### config.mk
export PLATFORM = sky130hd
export DESIGN_NAME = periodic_send_listen_scheduler_unit
export DESIGN_NICKNAME = d
export VERILOG_FILES = /design/src/sv/pslsu_pkg.sv /design/src/sv/periodic_send_listen_scheduler_unit.sv /design/src/sv/pslsu_fifo.sv /design/src/sv/pslsu_front.sv /design/src/sv/pslsu_back.sv
export SDC_FILE = /design/constraint.sdc
export NUM_CORES = 1
export LEC_CHECK = 0
export BUFFER_PORTS_ARGS = -buffer_cell sky130_fd_sc_hd__buf_4
export CAP_MARGIN = 40
export CORE_MARGIN = 5
export CORE_UTILIZATION = 40
export CTS_BUF_LIST = sky130_fd_sc_hd__clkbuf_4
export DETAILED_ROUTE_END_ITERATION = 8
export HOLD_SLACK_MARGIN = 0.02
export SYNTH_ARGS = -nofsm -noshare
export SYNTH_HDL_FRONTEND = slang
export SYNTH_SLANG_ARGS = --single-unit
### constraint.sdc
create_clock -name clk_i -period 24.3 [get_ports clk_i]
set_input_delay 2.43 -clock clk_i [delete_from_list [all_inputs] [get_ports clk_i]]
set_output_delay 2.43 -clock clk_i [all_outputs]
set_load 0.01 [all_outputs]
### src/sv/pslsu_pkg.sv
// Shared types, codes and constants of the periodic send/listen scheduler.
package pslsu_pkg;

  localparam int unsigned ListenDepth = 16;
  localparam int unsigned IdxW        = $clog2(ListenDepth);
  localparam int unsigned CntW        = 5;
  localparam int unsigned CmdDepth    = 2;
  localparam int unsigned RspDepth    = 2;
  localparam logic [15:0] TimeMax     = 16'hFFFF;

  typedef enum logic [1:0] {
    OpTick  = 2'd0,
    OpStart = 2'd1,
    OpAdd   = 2'd2,
    OpDel   = 2'd3
  } op_e;

  typedef enum logic [1:0] {
    PhaseStopped    = 2'd0,
    PhaseAfterSend  = 2'd1,
    PhaseAfterCheck = 2'd2
  } phase_e;

  typedef enum logic [1:0] {
    CfgSendMessage  = 2'd0,
    CfgSendPeriod   = 2'd1,
    CfgPostSendWait = 2'd2,
    CfgCheckInterval = 2'd3
  } cfg_e;

  typedef struct packed {
    logic [1:0]  req_type;
    logic [31:0] msg_value;
    logic        rx_pending;
    logic [31:0] rx_msg;
  } req_t;

  typedef struct packed {
    logic        send_now;
    logic [31:0] send_data;
    logic        checked;
    logic        matched;
    logic [31:0] last_matched;
    logic [1:0]  phase;
    logic [4:0]  listen_count;
  } rsp_t;

  typedef struct packed {
    op_e         op;
    logic [31:0] key;
    logic        key_vld;
  } cmd_t;

  function automatic logic [15:0] bump(input logic [15:0] c);
    return (c == TimeMax) ? c : c + 16'd1;
  endfunction

endpackage

### src/sv/periodic_send_listen_scheduler_unit.sv
// Top level of the periodic send/listen scheduler.
//
// Request words enter through push/full: a word is taken when push is high
// and full is low. Each word is a tick, a start, or an add or delete of a
// listened-for code. Every word yields exactly one result word, offered on
// rsp_o while empty is low and taken when pop is high.
// Configuration: cfg_we_i writes cfg_data_i into register cfg_idx_i at once
// (send message, send period, post-send wait, check interval).
// A word with no table lookup passes the command queue, the back end and
// its result register on its way to rsp_o; a lookup scans the listen table
// one entry per cycle through its single read port, and a delete that moves
// an entry adds a read step and a write step. The back end handles one word
// at a time and takes no new word while its last result is still registered.
// Reset clears counters, phase, listen count and last match and restores
// the register defaults. When pop is held low the result queue fills, the
// back end holds and the request queue then raises full.
module periodic_send_listen_scheduler_unit (
  input  logic            clk_i,
  input  logic            rst_ni,
  input  logic            push,
  input  pslsu_pkg::req_t req_i,
  output logic            full,
  output logic            empty,
  input  logic            pop,
  output pslsu_pkg::rsp_t rsp_o,
  input  logic            cfg_we_i,
  input  logic [1:0]      cfg_idx_i,
  input  logic [31:0]     cfg_data_i
);

  pslsu_pkg::cmd_t                    cmd;
  logic                               cmd_empty, cmd_pop;
  pslsu_pkg::rsp_t                    rsp_int;
  logic                               rsp_push, rsp_full;
  logic [$bits(pslsu_pkg::rsp_t)-1:0] rsp_vec;

  pslsu_front u_front (
    .clk_i       (clk_i),
    .rst_ni      (rst_ni),
    .push        (push),
    .req_i       (req_i),
    .full        (full),
    .cmd_pop_i   (cmd_pop),
    .cmd_empty_o (cmd_empty),
    .cmd_o       (cmd)
  );

  pslsu_back u_back (
    .clk_i       (clk_i),
    .rst_ni      (rst_ni),
    .cfg_we_i    (cfg_we_i),
    .cfg_idx_i   (cfg_idx_i),
    .cfg_data_i  (cfg_data_i),
    .cmd_empty_i (cmd_empty),
    .cmd_i       (cmd),
    .cmd_pop_o   (cmd_pop),
    .rsp_full_i  (rsp_full),
    .rsp_push_o  (rsp_push),
    .rsp_o       (rsp_int)
  );

  pslsu_fifo #(
    .Width ($bits(pslsu_pkg::rsp_t)),
    .Depth (pslsu_pkg::RspDepth)
  ) u_rsp_fifo (
    .clk_i   (clk_i),
    .rst_ni  (rst_ni),
    .push_i  (rsp_push),
    .data_i  (rsp_int),
    .full_o  (rsp_full),
    .pop_i   (pop),
    .empty_o (empty),
    .data_o  (rsp_vec)
  );

  assign rsp_o = pslsu_pkg::rsp_t'(rsp_vec);

  a_count_bound: assert property (@(posedge clk_i) disable iff (!rst_ni)
    !empty |-> (rsp_o.listen_count <= pslsu_pkg::CntW'(pslsu_pkg::ListenDepth)))
    else $error("listen count above table depth");

  a_match_needs_check: assert property (@(posedge clk_i) disable iff (!rst_ni)
    (!empty && rsp_o.matched) |-> rsp_o.checked)
    else $error("match reported without a check");

  a_send_xor_check: assert property (@(posedge clk_i) disable iff (!rst_ni)
    !empty |-> !(rsp_o.send_now && rsp_o.checked))
    else $error("send and check in the same word");

  a_send_phase: assert property (@(posedge clk_i) disable iff (!rst_ni)
    (!empty && rsp_o.send_now) |-> (rsp_o.phase == pslsu_pkg::PhaseAfterSend))
    else $error("send without entering the after-send phase");

endmodule

### src/sv/pslsu_fifo.sv
// Small first-in first-out buffer for words of a given width.
module pslsu_fifo #(
  parameter int unsigned Width = 8,
  parameter int unsigned Depth = 2
) (
  input  logic             clk_i,
  input  logic             rst_ni,
  input  logic             push_i,
  input  logic [Width-1:0] data_i,
  output logic             full_o,
  input  logic             pop_i,
  output logic             empty_o,
  output logic [Width-1:0] data_o
);

  localparam int unsigned PtrW = (Depth > 1) ? $clog2(Depth) : 1;
  localparam int unsigned CntW = $clog2(Depth + 1);

  logic [Width-1:0] mem_q [Depth];
  logic [PtrW-1:0]  wr_ptr_q, wr_ptr_d, rd_ptr_q, rd_ptr_d;
  logic [CntW-1:0]  cnt_q, cnt_d;
  logic             push_ok, pop_ok;

  assign full_o  = (cnt_q == CntW'(Depth));
  assign empty_o = (cnt_q == '0);
  assign data_o  = mem_q[rd_ptr_q];
  assign push_ok = push_i && !full_o;
  assign pop_ok  = pop_i && !empty_o;

  always_comb begin
    wr_ptr_d = wr_ptr_q;
    rd_ptr_d = rd_ptr_q;
    cnt_d    = cnt_q;
    if (push_ok) begin
      wr_ptr_d = (wr_ptr_q == PtrW'(Depth - 1)) ? '0 : wr_ptr_q + PtrW'(1);
    end
    if (pop_ok) begin
      rd_ptr_d = (rd_ptr_q == PtrW'(Depth - 1)) ? '0 : rd_ptr_q + PtrW'(1);
    end
    if (push_ok && !pop_ok) begin
      cnt_d = cnt_q + CntW'(1);
    end else if (pop_ok && !push_ok) begin
      cnt_d = cnt_q - CntW'(1);
    end
  end

  always_ff @(posedge clk_i or negedge rst_ni) begin
    if (!rst_ni) begin
      wr_ptr_q <= '0;
      rd_ptr_q <= '0;
      cnt_q    <= '0;
    end else begin
      wr_ptr_q <= wr_ptr_d;
      rd_ptr_q <= rd_ptr_d;
      cnt_q    <= cnt_d;
    end
  end

  always_ff @(posedge clk_i) begin
    if (push_ok) begin
      mem_q[wr_ptr_q] <= data_i;
    end
  end

endmodule

### src/sv/pslsu_front.sv
// Front end: accepts request words, classifies them and queues commands.
module pslsu_front (
  input  logic               clk_i,
  input  logic               rst_ni,
  input  logic               push,
  input  pslsu_pkg::req_t    req_i,
  output logic               full,
  input  logic               cmd_pop_i,
  output logic               cmd_empty_o,
  output pslsu_pkg::cmd_t    cmd_o
);

  pslsu_pkg::cmd_t                    cmd;
  logic [$bits(pslsu_pkg::cmd_t)-1:0] cmd_vec;

  always_comb begin
    cmd.op      = pslsu_pkg::op_e'(req_i.req_type);
    cmd.key     = req_i.msg_value;
    cmd.key_vld = 1'b0;
    unique case (pslsu_pkg::op_e'(req_i.req_type))
      pslsu_pkg::OpTick: begin
        cmd.key     = req_i.rx_msg;
        cmd.key_vld = req_i.rx_pending;
      end
      pslsu_pkg::OpStart: begin
        cmd.key_vld = 1'b0;
      end
      pslsu_pkg::OpAdd, pslsu_pkg::OpDel: begin
        cmd.key_vld = 1'b1;
      end
      default: begin
        cmd.key_vld = 1'b0;
      end
    endcase
  end

  pslsu_fifo #(
    .Width ($bits(pslsu_pkg::cmd_t)),
    .Depth (pslsu_pkg::CmdDepth)
  ) u_cmd_fifo (
    .clk_i   (clk_i),
    .rst_ni  (rst_ni),
    .push_i  (push),
    .data_i  (cmd),
    .full_o  (full),
    .pop_i   (cmd_pop_i),
    .empty_o (cmd_empty_o),
    .data_o  (cmd_vec)
  );

  assign cmd_o = pslsu_pkg::cmd_t'(cmd_vec);

endmodule

### src/sv/pslsu_back.sv
// Back end: timing counters, listen table and result generation.
module pslsu_back (
  input  logic            clk_i,
  input  logic            rst_ni,
  input  logic            cfg_we_i,
  input  logic [1:0]      cfg_idx_i,
  input  logic [31:0]     cfg_data_i,
  input  logic            cmd_empty_i,
  input  pslsu_pkg::cmd_t cmd_i,
  output logic            cmd_pop_o,
  input  logic            rsp_full_i,
  output logic            rsp_push_o,
  output pslsu_pkg::rsp_t rsp_o
);

  localparam int unsigned IdxW = pslsu_pkg::IdxW;
  localparam int unsigned CntW = pslsu_pkg::CntW;

  typedef enum logic [1:0] {
    StIdle,
    StScan,
    StMoveRd,
    StMoveWr
  } state_e;

  state_e            state_q, state_d;
  logic [31:0]       send_message_q;
  logic [15:0]       send_period_q, post_send_wait_q, check_interval_q;
  logic [15:0]       since_send_q, since_send_d, since_check_q, since_check_d;
  pslsu_pkg::phase_e phase_q, phase_d;
  logic [CntW-1:0]   used_q, used_d;
  logic [31:0]       last_hit_q, last_hit_d;
  pslsu_pkg::op_e    op_q, op_d;
  logic [31:0]       key_q, key_d;
  logic              do_send_q, do_send_d, do_check_q, do_check_d;
  logic [IdxW-1:0]   idx_q, idx_d, cmp_idx_q, cmp_idx_d, where_q, where_d;
  logic              issue_done_q, issue_done_d, cmp_vld_q, cmp_vld_d;
  pslsu_pkg::rsp_t   rsp_q, rsp_d;
  logic              rsp_vld_q, rsp_vld_d;

  logic [31:0]       mem [pslsu_pkg::ListenDepth];
  logic [31:0]       rd_data_q;
  logic [IdxW-1:0]   rd_addr, wr_addr;
  logic [31:0]       wr_data;
  logic              wr_en;

  logic [15:0]       ss, sc;
  logic [CntW-1:0]   last_pos;
  logic              fin, hit, found, at_end;

  assign last_pos = used_q - CntW'(1);
  assign found    = cmp_vld_q && (rd_data_q == key_q);
  assign at_end   = cmp_vld_q && ({1'b0, cmp_idx_q} == last_pos);

  always_comb begin
    state_d      = state_q;
    since_send_d = since_send_q;
    since_check_d = since_check_q;
    phase_d      = phase_q;
    used_d       = used_q;
    last_hit_d   = last_hit_q;
    op_d         = op_q;
    key_d        = key_q;
    do_send_d    = do_send_q;
    do_check_d   = do_check_q;
    idx_d        = idx_q;
    cmp_idx_d    = cmp_idx_q;
    where_d      = where_q;
    issue_done_d = issue_done_q;
    cmp_vld_d    = 1'b0;
    rsp_d        = rsp_q;
    rsp_vld_d    = 1'b0;
    rd_addr      = idx_q;
    wr_en        = 1'b0;
    wr_addr      = where_q;
    wr_data      = key_q;
    cmd_pop_o    = 1'b0;
    fin          = 1'b0;
    hit          = 1'b0;
    ss           = pslsu_pkg::bump(since_send_q);
    sc           = pslsu_pkg::bump(since_check_q);

    unique case (state_q)
      StIdle: begin
        if (!cmd_empty_i && !rsp_vld_q && !rsp_full_i) begin
          cmd_pop_o    = 1'b1;
          op_d         = cmd_i.op;
          key_d        = cmd_i.key;
          do_send_d    = 1'b0;
          do_check_d   = 1'b0;
          idx_d        = '0;
          issue_done_d = 1'b0;
          unique case (cmd_i.op)
            pslsu_pkg::OpTick: begin
              since_send_d  = ss;
              since_check_d = sc;
              if (phase_q == pslsu_pkg::PhaseAfterSend) begin
                do_check_d = (ss >= post_send_wait_q);
              end else if (phase_q == pslsu_pkg::PhaseAfterCheck) begin
                if (ss >= send_period_q) begin
                  do_send_d = 1'b1;
                end else begin
                  do_check_d = (sc >= check_interval_q);
                end
              end
              if (do_send_d) begin
                since_send_d = '0;
                phase_d      = pslsu_pkg::PhaseAfterSend;
              end
              if (do_check_d) begin
                since_check_d = '0;
                phase_d       = pslsu_pkg::PhaseAfterCheck;
              end
              if (do_check_d && cmd_i.key_vld && (used_q != '0)) begin
                state_d = StScan;
              end else begin
                fin = 1'b1;
              end
            end
            pslsu_pkg::OpStart: begin
              used_d        = '0;
              since_send_d  = '0;
              since_check_d = '0;
              phase_d       = pslsu_pkg::PhaseAfterSend;
              do_send_d     = 1'b1;
              fin           = 1'b1;
            end
            pslsu_pkg::OpAdd: begin
              if (used_q == '0) begin
                wr_en   = 1'b1;
                wr_addr = '0;
                wr_data = cmd_i.key;
                used_d  = CntW'(1);
                fin     = 1'b1;
              end else if (used_q == CntW'(pslsu_pkg::ListenDepth)) begin
                fin = 1'b1;
              end else begin
                state_d = StScan;
              end
            end
            pslsu_pkg::OpDel: begin
              if (used_q == '0) begin
                fin = 1'b1;
              end else begin
                state_d = StScan;
              end
            end
            default: begin
              fin = 1'b1;
            end
          endcase
        end
      end
      StScan: begin
        if (!issue_done_q) begin
          rd_addr      = idx_q;
          cmp_vld_d    = 1'b1;
          cmp_idx_d    = idx_q;
          idx_d        = idx_q + IdxW'(1);
          issue_done_d = ({1'b0, idx_q} == last_pos);
        end
        if (found || at_end) begin
          cmp_vld_d = 1'b0;
          case (op_q)
            pslsu_pkg::OpTick: begin
              hit = found;
              if (found) begin
                last_hit_d = key_q;
              end
              fin = 1'b1;
            end
            pslsu_pkg::OpAdd: begin
              if (!found) begin
                wr_en   = 1'b1;
                wr_addr = used_q[IdxW-1:0];
                wr_data = key_q;
                used_d  = used_q + CntW'(1);
              end
              fin = 1'b1;
            end
            pslsu_pkg::OpDel: begin
              if (found) begin
                where_d = cmp_idx_q;
                state_d = StMoveRd;
              end else begin
                fin = 1'b1;
              end
            end
            default: begin
              fin = 1'b1;
            end
          endcase
        end
      end
      StMoveRd: begin
        rd_addr = last_pos[IdxW-1:0];
        state_d = StMoveWr;
      end
      StMoveWr: begin
        wr_en   = 1'b1;
        wr_addr = where_q;
        wr_data = rd_data_q;
        used_d  = last_pos;
        fin     = 1'b1;
      end
      default: begin
        state_d = StIdle;
      end
    endcase

    if (fin) begin
      state_d              = StIdle;
      rsp_vld_d            = 1'b1;
      rsp_d.send_now       = do_send_d;
      rsp_d.send_data      = do_send_d ? send_message_q : '0;
      rsp_d.checked        = do_check_d;
      rsp_d.matched        = hit;
      rsp_d.last_matched   = last_hit_d;
      rsp_d.phase          = phase_d;
      rsp_d.listen_count   = used_d;
    end
  end

  always_ff @(posedge clk_i or negedge rst_ni) begin
    if (!rst_ni) begin
      state_q          <= StIdle;
      send_message_q   <= '0;
      send_period_q    <= 16'd1000;
      post_send_wait_q <= 16'd50;
      check_interval_q <= 16'd10;
      since_send_q     <= '0;
      since_check_q    <= '0;
      phase_q          <= pslsu_pkg::PhaseStopped;
      used_q           <= '0;
      last_hit_q       <= '0;
      op_q             <= pslsu_pkg::OpTick;
      do_send_q        <= 1'b0;
      do_check_q       <= 1'b0;
      idx_q            <= '0;
      cmp_idx_q        <= '0;
      where_q          <= '0;
      issue_done_q     <= 1'b0;
      cmp_vld_q        <= 1'b0;
      rsp_vld_q        <= 1'b0;
    end else begin
      state_q      <= state_d;
      since_send_q <= since_send_d;
      since_check_q <= since_check_d;
      phase_q      <= phase_d;
      used_q       <= used_d;
      last_hit_q   <= last_hit_d;
      op_q         <= op_d;
      do_send_q    <= do_send_d;
      do_check_q   <= do_check_d;
      idx_q        <= idx_d;
      cmp_idx_q    <= cmp_idx_d;
      where_q      <= where_d;
      issue_done_q <= issue_done_d;
      cmp_vld_q    <= cmp_vld_d;
      rsp_vld_q    <= rsp_vld_d;
      if (cfg_we_i) begin
        unique case (pslsu_pkg::cfg_e'(cfg_idx_i))
          pslsu_pkg::CfgSendMessage:   send_message_q   <= cfg_data_i;
          pslsu_pkg::CfgSendPeriod:    send_period_q    <= cfg_data_i[15:0];
          pslsu_pkg::CfgPostSendWait:  post_send_wait_q <= cfg_data_i[15:0];
          pslsu_pkg::CfgCheckInterval: check_interval_q <= cfg_data_i[15:0];
          default: ;
        endcase
      end
    end
  end

  always_ff @(posedge clk_i) begin
    key_q <= key_d;
    rsp_q <= rsp_d;
  end

  always_ff @(posedge clk_i) begin
    if (wr_en) begin
      mem[wr_addr] <= wr_data;
    end
    rd_data_q <= mem[rd_addr];
  end

  assign rsp_push_o = rsp_vld_q;
  assign rsp_o      = rsp_q;

endmodule
==> Implementation_results.wiki, run 1 <==
{| class="wikitable"
! Metric !! Value
|-
| Run status || finished, final reports clean
|-
| Leading cell type by number of instances after synthesis || sky130_fd_sc_hd__edfxtp_1
|-
| Asr flop ratio synth || 17.18%
|-
| Nature of the critical path endpoint || register
|-
| Max-capacitance violation count || 0
|-
| Leading post-synthesis cells by instance count || sky130_fd_sc_hd__edfxtp_1 (836), sky130_fd_sc_hd__mux2_2 (253), sky130_fd_sc_hd__dfrtp_1 (169)
|-
| Post-synthesis sequential area ratio || between 70% and 80%
|-
| Flip-flop and latch count after synthesis || 1048
|-
| Netlist area before placement || 0.04238 mm2
|-
| Distinct cell type count of the synthesized netlist || between 70 and 80
|-
| Chain of cells forming the critical path || ha_1, nand3_1, nor4_1, nand2_1, nor2_1, nor2_1, nand2_1, xnor2_1, ha_1, and3_1, o21ai_0, nand3_1, a311oi_1, o32ai_2, a41o_1, a21oi_4, buf_4, buf_12
|-
| Register clock-pin slew on the reported worst setup and hold paths || 0.06 ns
|-
| Hold Path Origin || u_back.rsp_o[32]$_DFFE_PP_
|-
| Placed cell areas || 0.04608 mm2
|-
| Headroom to the max-slew limit || 37.12%
|-
| Routability cong. || 0.8263
|-
| Pwr Density || 121.8 mW/mm2
|-
| Slew at the pin closest to its max-slew limit || 0.9397 ns
|-
| Reg2Reg Launch Point || u_back.since_send_q[0]$_DFFE_PN0P_
|-
| Number of levels the H-tree was split into || 5
|-
| Die area || around 0.11 mm2
|-
| Count of endpoints failing setup in the final report || 0
|-
| Port Buffers || 181
|-
| First-pass GRT wire length || 152.8 mm
|-
| Ratio of cells with drive above 1 in the final layout || 37.00%
|-
| Setup Crit Path Kind || register to register
|-
| Top-Level Pins || 182
|-
| Iteration-0 DRC Markers || between 1.5k and 2k
|-
| Remaining design rule violation count || 0
|-
| Crit-path max FO || 36
|-
| Starting Density || between 40% and 50%
|-
| Area share of the largest cell type after synthesis || 59.24%
|-
| Final count of hold timing violations || 0
|-
| Crit-path slowest cell || sky130_fd_sc_hd__a311oi_1
|-
| Final antenna-violating net count || 0
|-
| Largest area contributor in the synthesized netlist || sky130_fd_sc_hd__edfxtp_1
|-
| Clock Root Buffer || sky130_fd_sc_hd__clkbuf_4
|-
| Hold path cells || 0
|-
| Leading register cell type out of synthesis || sky130_fd_sc_hd__edfxtp_1
|-
| Total routing usage reported by global routing || 17.82%
|-
| Reported leakage power || 18.02 nW
|-
| Period minus WS final || 5.947 ns
|-
| DRT Wirelength || 100.7 mm
|-
| Post-route standard cell area excluding fillers || 0.04962 mm2
|-
| CTS tree || done
|-
| Y dimension of the die || between 300 and 400 um
|-
| Area growth syn-to-layout || 17.08%
|-
| Utilization after layout || 47.14%
|-
| Number of nets in the finished design || 3057
|-
| Length in cells of the worst reg-to-reg path || 18
|-
| Top cells by area, synth || sky130_fd_sc_hd__edfxtp_1 (59%), sky130_fd_sc_hd__dfrtp_1 (10%), sky130_fd_sc_hd__mux4_2 (6.8%), sky130_fd_sc_hd__mux2_2 (6.7%), sky130_fd_sc_hd__ha_1 (1.9%)
|-
| Worst Clk Skew || between 0.1 and 0.15 ns
|-
| Max Freq || 0.1682 GHz
|-
| Horizontal die dimension || 335.5 um
|-
| Post_cts resized || 0
|-
| Capture point of the worst reg-to-reg path || u_back.rsp_o[28]$_DFFE_PP_
|-
| Net count after synthesis || between 2k and 3k
|-
| Total via count after detailed routing || 23.54k
|-
| Summed negative setup slack over all endpoints || 0 ns
|-
| Antenna violations before repair || 5
|-
| Startpoint kind of the worst setup timing path || register
|-
| Endpoint with the worst hold slack || u_rsp_fifo.mem_q[0][32]$_DFFE_PP_
|-
| Synthesis Warnings || 0
|-
| Clock Latency Late Sink || between 1 and 1.5 ns
|-
| Buffers from clock root to sink, at most || 4
|-
| Sum of overflow across all layers after global routing || 0
|-
| Count of TritonRoute iterations in the first routing pass || 5
|-
| Post-synthesis area per instance || 17.34 um2
|-
| Largest stage delay, worst path || 0.60 ns
|-
| Hold-fix buffers at CTS || 0
|-
| CP required || 25.03 ns
|-
| Final number of max-transition violations || 0
|-
| Area of the core region || approximately 0.11 mm2
|-
| Final clock period utilization by the worst path || between 20% and 30%
|-
| Arrival time worst endpoint || 6.68 ns
|-
| Routed len/inst || 22.47 um
|-
| Post-CTS setup buffer count || 0
|-
| R2R Setup Slk || approximately 18 ns
|-
| Number of global-route vias before repair || 24.82k
|-
| Vias per inst || 5.254
|-
| Number of instances in the synthesized netlist || 2444
|-
| Number of enable-type register cells in the synthesized netlist || ~840
|-
| Site Rows || 119
|-
| Peak supply drop || ~0.14 mV
|-
| Total number of clock tree sinks || 1048
|-
| Largest net degree at the start of global routing || approximately 130
|-
| Setup repair after global routing missed its margin || false
|-
| HPWL after detailed placement || 61.57 mm
|-
| TritonCTS Buffers || 282
|-
| Kind of path behind the tightest hold check || register to register
|-
| Delay-heaviest family, CP || simple AND/OR/NAND/NOR gates
|-
| Buffers and inverters on the worst path || 2
|}
-- how the worst max path moves through the flow --
stage / start / end / slack (ns) / cells after the start
floorplan: u_back.since_send_q[0]$_DFFE_PN0P_ / u_back.rsp_o[0]$_DFFE_PP_ / 16.54 / 17
global placement: u_back.since_send_q[0]$_DFFE_PN0P_ / u_back.rsp_o[32]$_DFFE_PP_ / 18.46 / 17
detailed placement: u_back.since_send_q[0]$_DFFE_PN0P_ / u_back.rsp_o[32]$_DFFE_PP_ / 18.40 / 18
CTS: u_back.since_send_q[0]$_DFFE_PN0P_ / u_back.rsp_o[28]$_DFFE_PP_ / 18.32 / 18
global route: u_back.since_send_q[0]$_DFFE_PN0P_ / u_back.rsp_o[28]$_DFFE_PP_ / 17.88 / 18
finish: u_back.since_send_q[0]$_DFFE_PN0P_ / u_back.rsp_o[28]$_DFFE_PP_ / 18.35 / 18
-- metrics by stage --
step                hold slack [ns]  total power [W]  worst slack [ns]  cells
CTS                          0.3962         0.006118             18.32   4475
finish                       0.4070         0.006045             18.35   4480
global route                 0.4069         0.006388             17.88   4478
global placement             0.4229         0.004478             18.46   3980
floorplan                    0.4215         0.003835             16.54   2444
detailed placement           0.4291         0.004566             18.40   3994
-- metal layers --
metal / vias up / share of wire (%) / track usage, %
li1: 10570 / - / -
met1: 12080 / 43 / 23.96
met2: 765 / 49 / 29.23
met3: 126 / 6.2 / 4.225
met4: 0 / 1.7 / 5.077
met5: - / 0 / 0
-- cells in the final DEF (no fill, tap or decap), types with 12 or more instances in the layout --
cell / synthesis / final
sky130_fd_sc_hd__a211oi_1: 35 / 35
sky130_fd_sc_hd__a21oi_1: 69 / 67
sky130_fd_sc_hd__a22o_1: 18 / 18
sky130_fd_sc_hd__a22oi_1: 32 / 32
sky130_fd_sc_hd__and2_1: 41 / 41
sky130_fd_sc_hd__and3_1: 14 / 12
sky130_fd_sc_hd__buf_4: 3 / 253
sky130_fd_sc_hd__clkbuf_4: 0 / 421
sky130_fd_sc_hd__clkinv_1: 1 / 47
sky130_fd_sc_hd__dfrtp_1: 169 / 167
sky130_fd_sc_hd__dfxtp_1: 32 / 32
sky130_fd_sc_hd__edfxtp_1: 836 / 836
sky130_fd_sc_hd__ha_1: 64 / 63
sky130_fd_sc_hd__inv_1: 71 / 71
sky130_fd_sc_hd__mux2_2: 253 / 253
sky130_fd_sc_hd__mux2i_1: 38 / 36
sky130_fd_sc_hd__mux4_2: 128 / 128
sky130_fd_sc_hd__nand2_1: 104 / 104
sky130_fd_sc_hd__nand3_1: 30 / 30
sky130_fd_sc_hd__nand4_1: 21 / 21
sky130_fd_sc_hd__nor2_1: 59 / 40
sky130_fd_sc_hd__nor2_4: 0 / 19
sky130_fd_sc_hd__nor2b_1: 33 / 33
sky130_fd_sc_hd__nor3_1: 18 / 18
sky130_fd_sc_hd__o21ai_0: 66 / 65
sky130_fd_sc_hd__xnor2_1: 55 / 55
sky130_fd_sc_hd__xor2_1: 15 / 15
-- state kept, by name, indices dropped and copies added, names as in the netlist, 16 cells and up --
signal and flops:
u_back.rsp_o 74, u_back.send_period_q 16, u_back.send_message_q 32, u_back.since_send_q 16
u_back.since_check_q 16, u_rsp_fifo.mem_q 148, u_back.last_hit_q 32, u_back.mem 512
u_front.u_cmd_fifo.mem_q 70, u_back.check_interval_q 16, u_back.key_q 32, u_back.rd_data_q 32
u_back.post_send_wait_q 16
-- where the power goes --
part           internal, W  switching (W)
Sequential         0.00251       0.000173
Combinational     0.000753        0.00108
Clock             0.000841       0.000691
-- logic make-up (layout without fill, tap and decap cells) --
| logic type | Yosys count | count (layout) | synth area share, % |
|---|---|---|---|
| buffers and inverters | 181 | 821 | 1.695 |
| flip-flops | 1048 | 1048 | 71.41 |
| multiplexers | 425 | 425 | 14.58 |
| XOR/XNOR | 72 | 72 | 1.538 |
| AO/OA/AOI/OAI | 291 | 291 | 4.485 |
| adder cells (fa/ha/maj) | 64 | 64 | 1.890 |
| other | 0 | 5 | 0 |
| AND/OR/NAND/NOR | 363 | 363 | 4.402 |
-- final cells by class --
| cell class | count | area [um2] |
|---|---|---|
| fill | 9042 | 55650 |
| clock buffer | 421 | 3161 |
| multi-input combinational | 1215 | 11630 |
| clock inverter | 60 | 369.1 |
| antenna | 5 | 12.51 |
| inverter | 72 | 270.3 |
| timing repair buffer | 268 | 2172 |
| tap | 1391 | 1740 |
| sequential | 1048 | 30270 |
-- worst reg2reg max path: stages, from the launching register on --
cell	delay (ns)
sky130_fd_sc_hd__dfrtp_1	0.45
sky130_fd_sc_hd__ha_1	0.20
sky130_fd_sc_hd__nand3_1	0.16
sky130_fd_sc_hd__nor4_1	0.55
sky130_fd_sc_hd__nand2_1	0.20
sky130_fd_sc_hd__nor2_1	0.36
sky130_fd_sc_hd__nor2_1	0.15
sky130_fd_sc_hd__nand2_1	0.11
sky130_fd_sc_hd__xnor2_1	0.19
sky130_fd_sc_hd__ha_1	0.31
sky130_fd_sc_hd__and3_1	0.18
sky130_fd_sc_hd__o21ai_0	0.17
sky130_fd_sc_hd__nand3_1	0.12
sky130_fd_sc_hd__a311oi_1	0.60
sky130_fd_sc_hd__o32ai_2	0.30
sky130_fd_sc_hd__a41o_1	0.34
sky130_fd_sc_hd__a21oi_4	0.37
sky130_fd_sc_hd__buf_4	0.48
sky130_fd_sc_hd__buf_12	0.30
Power figures use the tool's default switching activity.
==> run 2, diff against run 1 <==
Settings changed: ABC_AREA set to 1.
Clock period 24.3 ns to 6.1 ns, I/O delays scaled along.
==> run 2 against run 1 <==
Net effect: hold slack lost 0.17 ns; cell area grew 7.0%; clock-buffer cell count grew 21; synthesized cell count grew 63%; clock power grew to 4.1 times the previous value.
==> Implementation_results.wiki, run 2 <==
{| class="wikitable"
! Metric !! Value
|-
| Run status || finished, final reports clean
|-
| Setup Crit Path Kind || register to register
|-
| Area of the core region || 0.1108 mm2
|-
| Reg2Reg Launch Point || u_back.since_send_q[0]$_DFFE_PN0P_
|-
| Area share of the largest cell type after synthesis || 56.23%
|-
| Net count after synthesis || 4150
|-
| Leading cell type by number of instances after synthesis || sky130_fd_sc_hd__edfxtp_1
|-
| Largest stage delay, worst path || 0.44 ns
|-
| Count of endpoints failing setup in the final report || 0
|-
| Length in cells of the worst reg-to-reg path || 23
|-
| Delay-heaviest family, CP || simple AND/OR/NAND/NOR gates
|-
| Setup ws final || 1.598 ns
|-
| Startpoint kind of the worst setup timing path || register
|-
| First-pass GRT wire length || approximately 170 mm
|-
| Count of TritonRoute iterations in the first routing pass || 6
|-
| Top cells by area, synth || sky130_fd_sc_hd__edfxtp_1 (56%), sky130_fd_sc_hd__dfrtp_1 (9.5%), sky130_fd_sc_hd__nand2_1 (6.0%), sky130_fd_sc_hd__inv_1 (4.8%), sky130_fd_sc_hd__o21ai_0 (4.0%)
|-
| Area of the multi-input gates || approximately 0.012 mm2
|-
| Post-CTS setup buffer count || 0
|-
| Synthesis Warnings || 0
|-
| Reported leakage power || 22.00 nW
|-
| CTS tree || done
|-
| Max FFs per register || a little over 500
|-
| Overall power of the completed layout || approximately 0.026 W
|-
| Iteration-0 DRC Markers || 2786
|-
| Routability cong. || 0.8578
|-
| Slew at the pin closest to its max-slew limit || 0.9248 ns
|-
| Buffers from clock root to sink, at most || 4
|-
| Library cell appearing most often on the critical path || sky130_fd_sc_hd__nand2_1
|-
| Summed negative setup slack over all endpoints || 0 ns
|-
| Number of global-route vias before repair || 30.10k
|-
| Number of nets in the finished design || ~4.6k
|-
| Final antenna-violating net count || 0
|-
| Number of levels the H-tree was split into || 5
|-
| HPWL after detailed placement || between 70 and 80 mm
|-
| DRT Wirelength || ~110 mm
|-
| Period minus WS final || 4.502 ns
|-
| Max-capacitance violation count || 0
|-
| Endpoint with the worst hold slack || u_front.u_cmd_fifo.mem_q[0][33]$_DFFE_PP_
|-
| Sum of overflow across all layers after global routing || 0
|-
| Vias per inst || ~5
|-
| Horizontal die dimension || 344.1 um
|-
| Crit-path max FO || 31
|-
| Port Buffers || 181
|-
| Register clock-pin slew on the reported worst setup and hold paths || 0.06 ns
|-
| Placed cell areas || 0.04812 mm2
|-
| Final number of max-transition violations || 0
|-
| Clock Latency Late Sink || 1.21 ns
|-
| Biggest regs || u_back.mem x512, u_rsp_fifo.mem_q x148, u_back.rsp_o x74
|-
| Final count of hold timing violations || 0
|-
| Setup repair after global routing missed its margin || false
|-
| Starting Density || between 40% and 50%
|-
| Chain of cells forming the critical path || ha_1, inv_1, nor3_1, nand2_1, nor2_1, nand3_2, o21ai_0, ha_1, nand2_1, nand3_1, nand2_1, nand2_1, nand2_1, nand2_1, a21oi_1, nand3_1, nand2_1, nand3_1, nand2_1, nand2_1, nand2_1, clkinv_2, buf_4
|-
| Total number of clock tree sinks || about 1.0k
|-
| Area growth syn-to-layout || 18.92%
|-
| Routed len/inst || 18.55 um
|-
| Headroom to the max-slew limit || 38.35%
|-
| Nature of the critical path endpoint || register
|-
| Worst setup slack before clock tree synthesis || 1.626 ns
|-
| Die area || between 0.1 and 0.15 mm2
|-
| Pwr Density || 487.1 mW/mm2
|-
| Antenna violations before repair || 8
|-
| TritonCTS Buffers || 291
|-
| Post-route standard cell area excluding fillers || 0.05309 mm2
|-
| Number of enable-type register cells in the synthesized netlist || 836
|-
| Crit-path slowest cell || sky130_fd_sc_hd__o21ai_0
|-
| Peak supply drop || ~0.28 mV
|-
| Clock Root Buffer || sky130_fd_sc_hd__clkbuf_4
|-
| Kind of path behind the tightest hold check || primary input to register
|-
| Site Rows || 122
|-
| Largest net degree at the start of global routing || 197
|-
| Buffers and inverters on the worst path || 3
|-
| Worst Clk Skew || approximately 0.13 ns
|-
| Capture point of the worst reg-to-reg path || u_back.rsp_o[58]$_SDFFCE_PN0P_
|-
| Max Freq || approximately 0.22 GHz
|-
| R2R Setup Slk || 1.60 ns
|-
| Leading post-synthesis cells by instance count || sky130_fd_sc_hd__edfxtp_1 (836), sky130_fd_sc_hd__nand2_1 (718), sky130_fd_sc_hd__inv_1 (573)
|-
| Seq. cell area || 0.03027 mm2
|-
| Leading register cell type out of synthesis || sky130_fd_sc_hd__edfxtp_1
|-
| Utilization after layout || 47.91%
|-
| Post-synthesis sequential area ratio || 67.78%
|-
| Largest register by flop count || u_back.mem
|-
| Top-Level Pins || 182
|-
| Hold Path Origin || req_i[65]
|-
| Ratio of cells with drive above 1 in the final layout || 18.43%
|-
| Commonest cells after routing, fill and taps aside || sky130_fd_sc_hd__edfxtp_1 (836), sky130_fd_sc_hd__nand2_1 (717), sky130_fd_sc_hd__inv_1 (571), sky130_fd_sc_hd__clkbuf_4 (442), sky130_fd_sc_hd__o21ai_0 (360)
|-
| Post-synthesis area per instance || about 11 um2
|-
| Final clock period utilization by the worst path || 73.80%
|-
| Total routing usage reported by global routing || a little under a fifth
|-
| CP required || approximately 7 ns
|-
| Leading cell type in the layout, fill and taps excluded || sky130_fd_sc_hd__edfxtp_1
|-
| Number of inserted filler cells in the final layout || 9966
|-
| Number of instances in the synthesized netlist || 3980
|-
| Netlist area before placement || approximately 0.045 mm2
|-
| Arrival time worst endpoint || 5.32 ns
|-
| Largest area contributor in the synthesized netlist || sky130_fd_sc_hd__edfxtp_1
|-
| Flip-flop and latch count after synthesis || 1048
|-
| Asr flop ratio synth || 17.18%
|-
| Total via count after detailed routing || just over 30k
|-
| Distinct cell type count of the synthesized netlist || 55
|-
| Y dimension of the die || 344.1 um
|-
| Remaining design rule violation count || 0
|-
| Hold path cells || 2
|}
run 2: layout make-up:
class	count	share of cell area [%]
Antenna cell	13	0.06127
Multi-Input combinational cell	2167	21.93
Inverter	585	4.148
Clock buffer	442	6.250
Timing Repair Buffer	384	6.464
Sequential cell	1048	57.01
Clock inverter	52	0.6340
Tap cell	1488	3.507
run 2: routing by layer:
metal	up-vias	global-route usage, %	share of wire [%]
met4	0	6.815	2.7
met1	14700	25.41	43
met2	1088	30.39	47
li1	14880	-	-
met5	-	0	0
met3	181	4.852	7.8
run 2: repair_timing:
item | CTS | global route
endpoints found under the hold margin | 257 | 0
hold buffers | 112 | 0
resized for setup | 0 | 0
run 2: how the worst max path moves through the flow:
stage / startpoint / to / slack [ns] / depth (start not counted)
3_3_place_gp: u_back.since_send_q[0]$_DFFE_PN0P_ / u_back.rsp_o[65]$_SDFFCE_PN0P_ / 1.74 / 23
6_report: u_back.since_send_q[0]$_DFFE_PN0P_ / u_back.rsp_o[58]$_SDFFCE_PN0P_ / 1.60 / 23
4_1_cts: u_back.since_send_q[0]$_DFFE_PN0P_ / u_back.rsp_o[53]$_SDFFCE_PN0P_ / 1.61 / 23
2_1_floorplan: u_back.since_send_q[0]$_DFFE_PN0P_ / u_back.rsp_o[0]$_DFFE_PP_ / 1.49 / 23
3_5_place_dp: u_back.since_check_q[1]$_DFFE_PN0P_ / u_back.rsp_o[66]$_SDFFCE_PN0P_ / 1.63 / 24
5_1_grt: u_back.since_check_q[1]$_DFFE_PN0P_ / u_back.rsp_o[61]$_SDFFCE_PN0P_ / 0.99 / 24
run 2: logic make-up after synthesis:
logic type	share of synthesized area, %
AOI/OAI and AO/OA	10.44
xor gates and xnor gates	0.7651
adders and majority gates	1.794
buffers and inverters	6.580
DFF	67.78
muxes	1.852
and+or+nand+nor	10.78
run 2: power breakdown:
group / switching (W) / internal [W] / leakage, nW
Sequential: 0.000582 / 0.0102 / 10.2
Clock: 0.00279 / 0.00349 / 2.22
Combinational: 0.00617 / 0.00261 / 9.59
Total: 0.00955 / 0.0163 / 22.0
run 2: stage by stage:
step	std cells	hold WS, ns
after global routing	6179	0.1251
after floorplan	3980	0.3144
after global placement	5515	0.4215
after CTS	6146	0.1335
after detailed placement	5540	0.4307
final	6179	0.2403
==> run 3, diff against run 2 <==
Clock period 6.1 ns to 4.6 ns, I/O delays scaled along.
==> run 3 against run 2 <==
Net effect: cell area grew 1.1%; highest routed layer unchanged; setup slack got worse by 1.2 ns; critical path type unchanged; largest power group unchanged; cell count grew 0.65%; first-iteration DRC count decreased by 20%; critical endpoint is now u_back.rsp_o[6]$_DFFE_PP_; clock-buffer cell count is 28 lower; utilization up 0.53 points.
==> Implementation_results.wiki, run 3 (synthesized netlist as in run 2, its figures left out) <==
{| class="wikitable"
! Metric !! Value
|-
| Total routing usage reported by global routing || a little under a fifth
|-
| Placed cell areas || 0.04866 mm2
|-
| Switching power share of the total || 37.53%
|-
| Buffers from clock root to sink, at most || 4
|-
| Crit-path max FO || 37
|-
| Horizontal die dimension || around 340 um
|-
| Kind of path behind the tightest hold check || primary input to register
|-
| First-pass GRT wire length || 171.6 mm
|-
| Post-route standard cell area excluding fillers || ~0.054 mm2
|-
| Port Buffers || 181
|-
| Number of global-route vias before repair || 29.83k
|-
| Clock power share || a little under a quarter
|-
| Nature of the critical path endpoint || register
|-
| Final number of max-transition violations || 0
|-
| Top-Level Pins || 182
|-
| Vias per inst || 4.932
|-
| Commonest cells after routing, fill and taps aside || sky130_fd_sc_hd__edfxtp_1 (836), sky130_fd_sc_hd__nand2_1 (717), sky130_fd_sc_hd__inv_1 (571), sky130_fd_sc_hd__clkbuf_4 (414), sky130_fd_sc_hd__o21ai_0 (359)
|-
| Final count of hold timing violations || 0
|-
| Internal || roughly 0.022 W
|-
| Summed negative setup slack over all endpoints || 0 ns
|-
| Y dimension of the die || 344.1 um
|-
| Sum of overflow across all layers after global routing || 0
|-
| Finished Layout Cells || between 6k and 7k
|-
| Starting Density || a little over 40%
|-
| Cell total after placement || 5576
|-
| Area growth syn-to-layout || 20.24%
|-
| Area of the core region || 0.1108 mm2
|-
| Delay-heaviest family, CP || simple AND/OR/NAND/NOR gates
|-
| Combinational group share of total power || 35.4%
|-
| Total number of clock tree sinks || about 1.0k
|-
| Arrival time worst endpoint || 5.01 ns
|-
| Max Freq || 0.2358 GHz
|-
| Headroom to the max-slew limit || 46.06%
|-
| Pwr Density || around 640 mW/mm2
|-
| Biggest regs || u_back.mem x512, u_rsp_fifo.mem_q x148, u_back.rsp_o x74
|-
| Routed len/inst || 18.10 um
|-
| Count of endpoints failing setup in the final report || 0
|-
| Crit-path slowest cell || sky130_fd_sc_hd__dfrtp_1
|-
| Setup Crit Path Kind || register to register
|-
| Chain of cells forming the critical path || ha_1, inv_1, nor3_2, nand2_1, nor2_1, nand3_2, nand2_1, nor2_1, o21bai_1, inv_1, ha_1, a21o_1, o21ai_0, nand2_1, nand2_1, nand3_1, nand2_1, nand2_1, nand3_1, nand2_1, nand2_1, nand2_1, clkinvlp_4, clkbuf_16
|-
| Utilization after layout || about half
|-
| Largest net degree at the start of global routing || 76
|-
| Flop pwr share || 41.4%
|-
| Number of levels the H-tree was split into || 5
|-
| Clock Root Buffer || sky130_fd_sc_hd__clkbuf_4
|-
| Iteration-0 DRC Markers || between 2k and 2.5k
|-
| Antenna violations before repair || 5
|-
| Final antenna-violating net count || 0
|-
| Peak supply drop || 0.3862 mV
|-
| Max FFs per register || 512
|-
| Startpoint kind of the worst setup timing path || register
|-
| Largest register by flop count || u_back.mem
|-
| Overall power of the completed layout || 0.03457 W
|-
| TritonCTS Buffers || 290
|-
| CP required || 5.37 ns
|-
| Remaining design rule violation count || 0
|-
| Number of nets in the finished design || ~4.7k
|-
| CTS tree || done
|-
| Site Rows || roughly 120
|-
| Final clock period utilization by the worst path || between 90 and 100%
|-
| Routability cong. || 0.8804
|-
| Buffers and inverters on the worst path || 4
|-
| DRT Wirelength || 112.5 mm
|-
| Max-capacitance violation count || 0
|-
| Total via count after detailed routing || 30.67k
|-
| Period minus WS final || 4.241 ns
|-
| Reported leakage power || 22.19 nW
|-
| Run status || finished, final reports clean
|-
| Slew at the pin closest to its max-slew limit || roughly 0.8 ns
|-
| Ratio of cells with drive above 1 in the final layout || between 10% and 20%
|-
| Worst Clk Skew || 0.1723 ns
|-
| Register clock-pin slew on the reported worst setup and hold paths || about 0.070 ns
|-
| Library cell appearing most often on the critical path || sky130_fd_sc_hd__nand2_1
|-
| Clock Latency Late Sink || between 1 and 1.5 ns
|-
| Largest stage delay, worst path || 0.34 ns
|-
| Setup repair after global routing missed its margin || false
|-
| Switching Power || 0.01297 W
|-
| Count of TritonRoute iterations in the first routing pass || 5
|-
| Die area || 0.1184 mm2
|-
| Post-CTS setup buffer count || 0
|-
| HPWL after detailed placement || 70.01 mm
|-
| Leading cell type in the layout, fill and taps excluded || sky130_fd_sc_hd__edfxtp_1
|}
## run 3: cell types whose count changed in the layout (fill, tap and decap cells not counted), moves of 2 or more
cell	change
sky130_fd_sc_hd__buf_12	+25
sky130_fd_sc_hd__buf_16	-2
sky130_fd_sc_hd__buf_4	-8
sky130_fd_sc_hd__bufinv_16	-2
sky130_fd_sc_hd__clkbuf_4	-28
sky130_fd_sc_hd__clkinv_1	+24
sky130_fd_sc_hd__clkinv_4	+2
sky130_fd_sc_hd__diode_2	-6
sky130_fd_sc_hd__dlygate4sd3_1	+32
sky130_fd_sc_hd__nor3_1	-2
sky130_fd_sc_hd__nor3_2	+2
## run 3: worst reg2reg max path, cell delays in order (launching register included)
cell                         delay [ns]
sky130_fd_sc_hd__dfrtp_1           0.34
sky130_fd_sc_hd__ha_1              0.24
sky130_fd_sc_hd__inv_1             0.08
sky130_fd_sc_hd__nor3_2            0.29
sky130_fd_sc_hd__nand2_1           0.14
sky130_fd_sc_hd__nor2_1            0.14
sky130_fd_sc_hd__nand3_2           0.21
sky130_fd_sc_hd__nand2_1           0.14
sky130_fd_sc_hd__nor2_1            0.05
sky130_fd_sc_hd__o21bai_1          0.16
sky130_fd_sc_hd__inv_1             0.09
sky130_fd_sc_hd__ha_1              0.24
sky130_fd_sc_hd__a21o_1            0.18
sky130_fd_sc_hd__o21ai_0           0.33
sky130_fd_sc_hd__nand2_1           0.10
sky130_fd_sc_hd__nand2_1           0.07
sky130_fd_sc_hd__nand3_1           0.10
sky130_fd_sc_hd__nand2_1           0.08
sky130_fd_sc_hd__nand2_1           0.13
sky130_fd_sc_hd__nand3_1           0.11
sky130_fd_sc_hd__nand2_1           0.05
sky130_fd_sc_hd__nand2_1           0.05
sky130_fd_sc_hd__nand2_1           0.11
sky130_fd_sc_hd__clkinvlp_4        0.18
sky130_fd_sc_hd__clkbuf_16         0.28
## run 3: power groups by stage
stage	logic [W]	registers (W)	clock network [W]
after detailed placement	0.0121	0.0145	0
final	0.0123	0.0143	0.00800
after global placement	0.0119	0.0145	0
after floorplan	0.00720	0.0142	0
after global routing	0.0136	0.0144	0.00885
after CTS	0.0123	0.0143	0.00827
## run 3: through the flow
step,worst slack (ns),hold slack (ns)
5_1_grt,0.06434,0.09511
2_1_floorplan,0.3032,0.1644
3_3_place_gp,0.3824,0.4232
6_report,0.3585,0.1983
3_5_place_dp,0.2827,0.4290
4_1_cts,0.2150,0.05678
## run 3: cell type report
| type | instances | area, um2 |
|---|---|---|
| fillers | 10010 | 57140 |
| inverters | 585 | 2203 |
| multi-input cells | 2167 | 11660 |
| clock inverters | 77 | 389.1 |
| flip-flops and latches | 1048 | 30270 |
| well taps | 1488 | 1862 |
| diodes | 7 | 17.52 |
| clock buffers | 414 | 3108 |
| repair buffers | 433 | 4178 |
## run 3: metal layers
| metal | vias up | part of all wire [%] | track usage (%) |
|---|---|---|---|
| li1 | 14980 | - | - |
| met1 | 14600 | 44 | 25.52 |
| met2 | 916 | 47 | 29.98 |
| met3 | 181 | 6.4 | 4.302 |
| met4 | 0 | 2.3 | 6.087 |
| met5 | - | 0 | 0 |
## run 3: final timing paths
kind,from,endpoint,slack [ns],depth (start not counted)
worst min register to register,u_back.rsp_o[10]$_DFFE_PP_,u_rsp_fifo.mem_q[0][10]$_DFFE_PP_,0.42,0
worst max register to register,u_back.since_send_q[0]$_DFFE_PN0P_,u_back.rsp_o[6]$_DFFE_PP_,0.36,24
max in group asynchronous,rst_ni,u_back.idx_q[1]$_DFFE_PN0P_,3.23,5
worst max-delay path,u_back.since_send_q[0]$_DFFE_PN0P_,u_back.rsp_o[6]$_DFFE_PP_,0.36,24
min in group asynchronous,rst_ni,u_back.send_period_q[5]$_DFFE_PN1P_,0.52,3
worst min-delay path,req_i[23],u_front.u_cmd_fifo.mem_q[1][24]$_DFFE_PP_,0.20,3
## run 3: repair_timing
action	CTS	global route
resized for setup	0	4
endpoints found under the hold margin	280	0
hold buffers	144	0
setup endpoints to repair	0	74
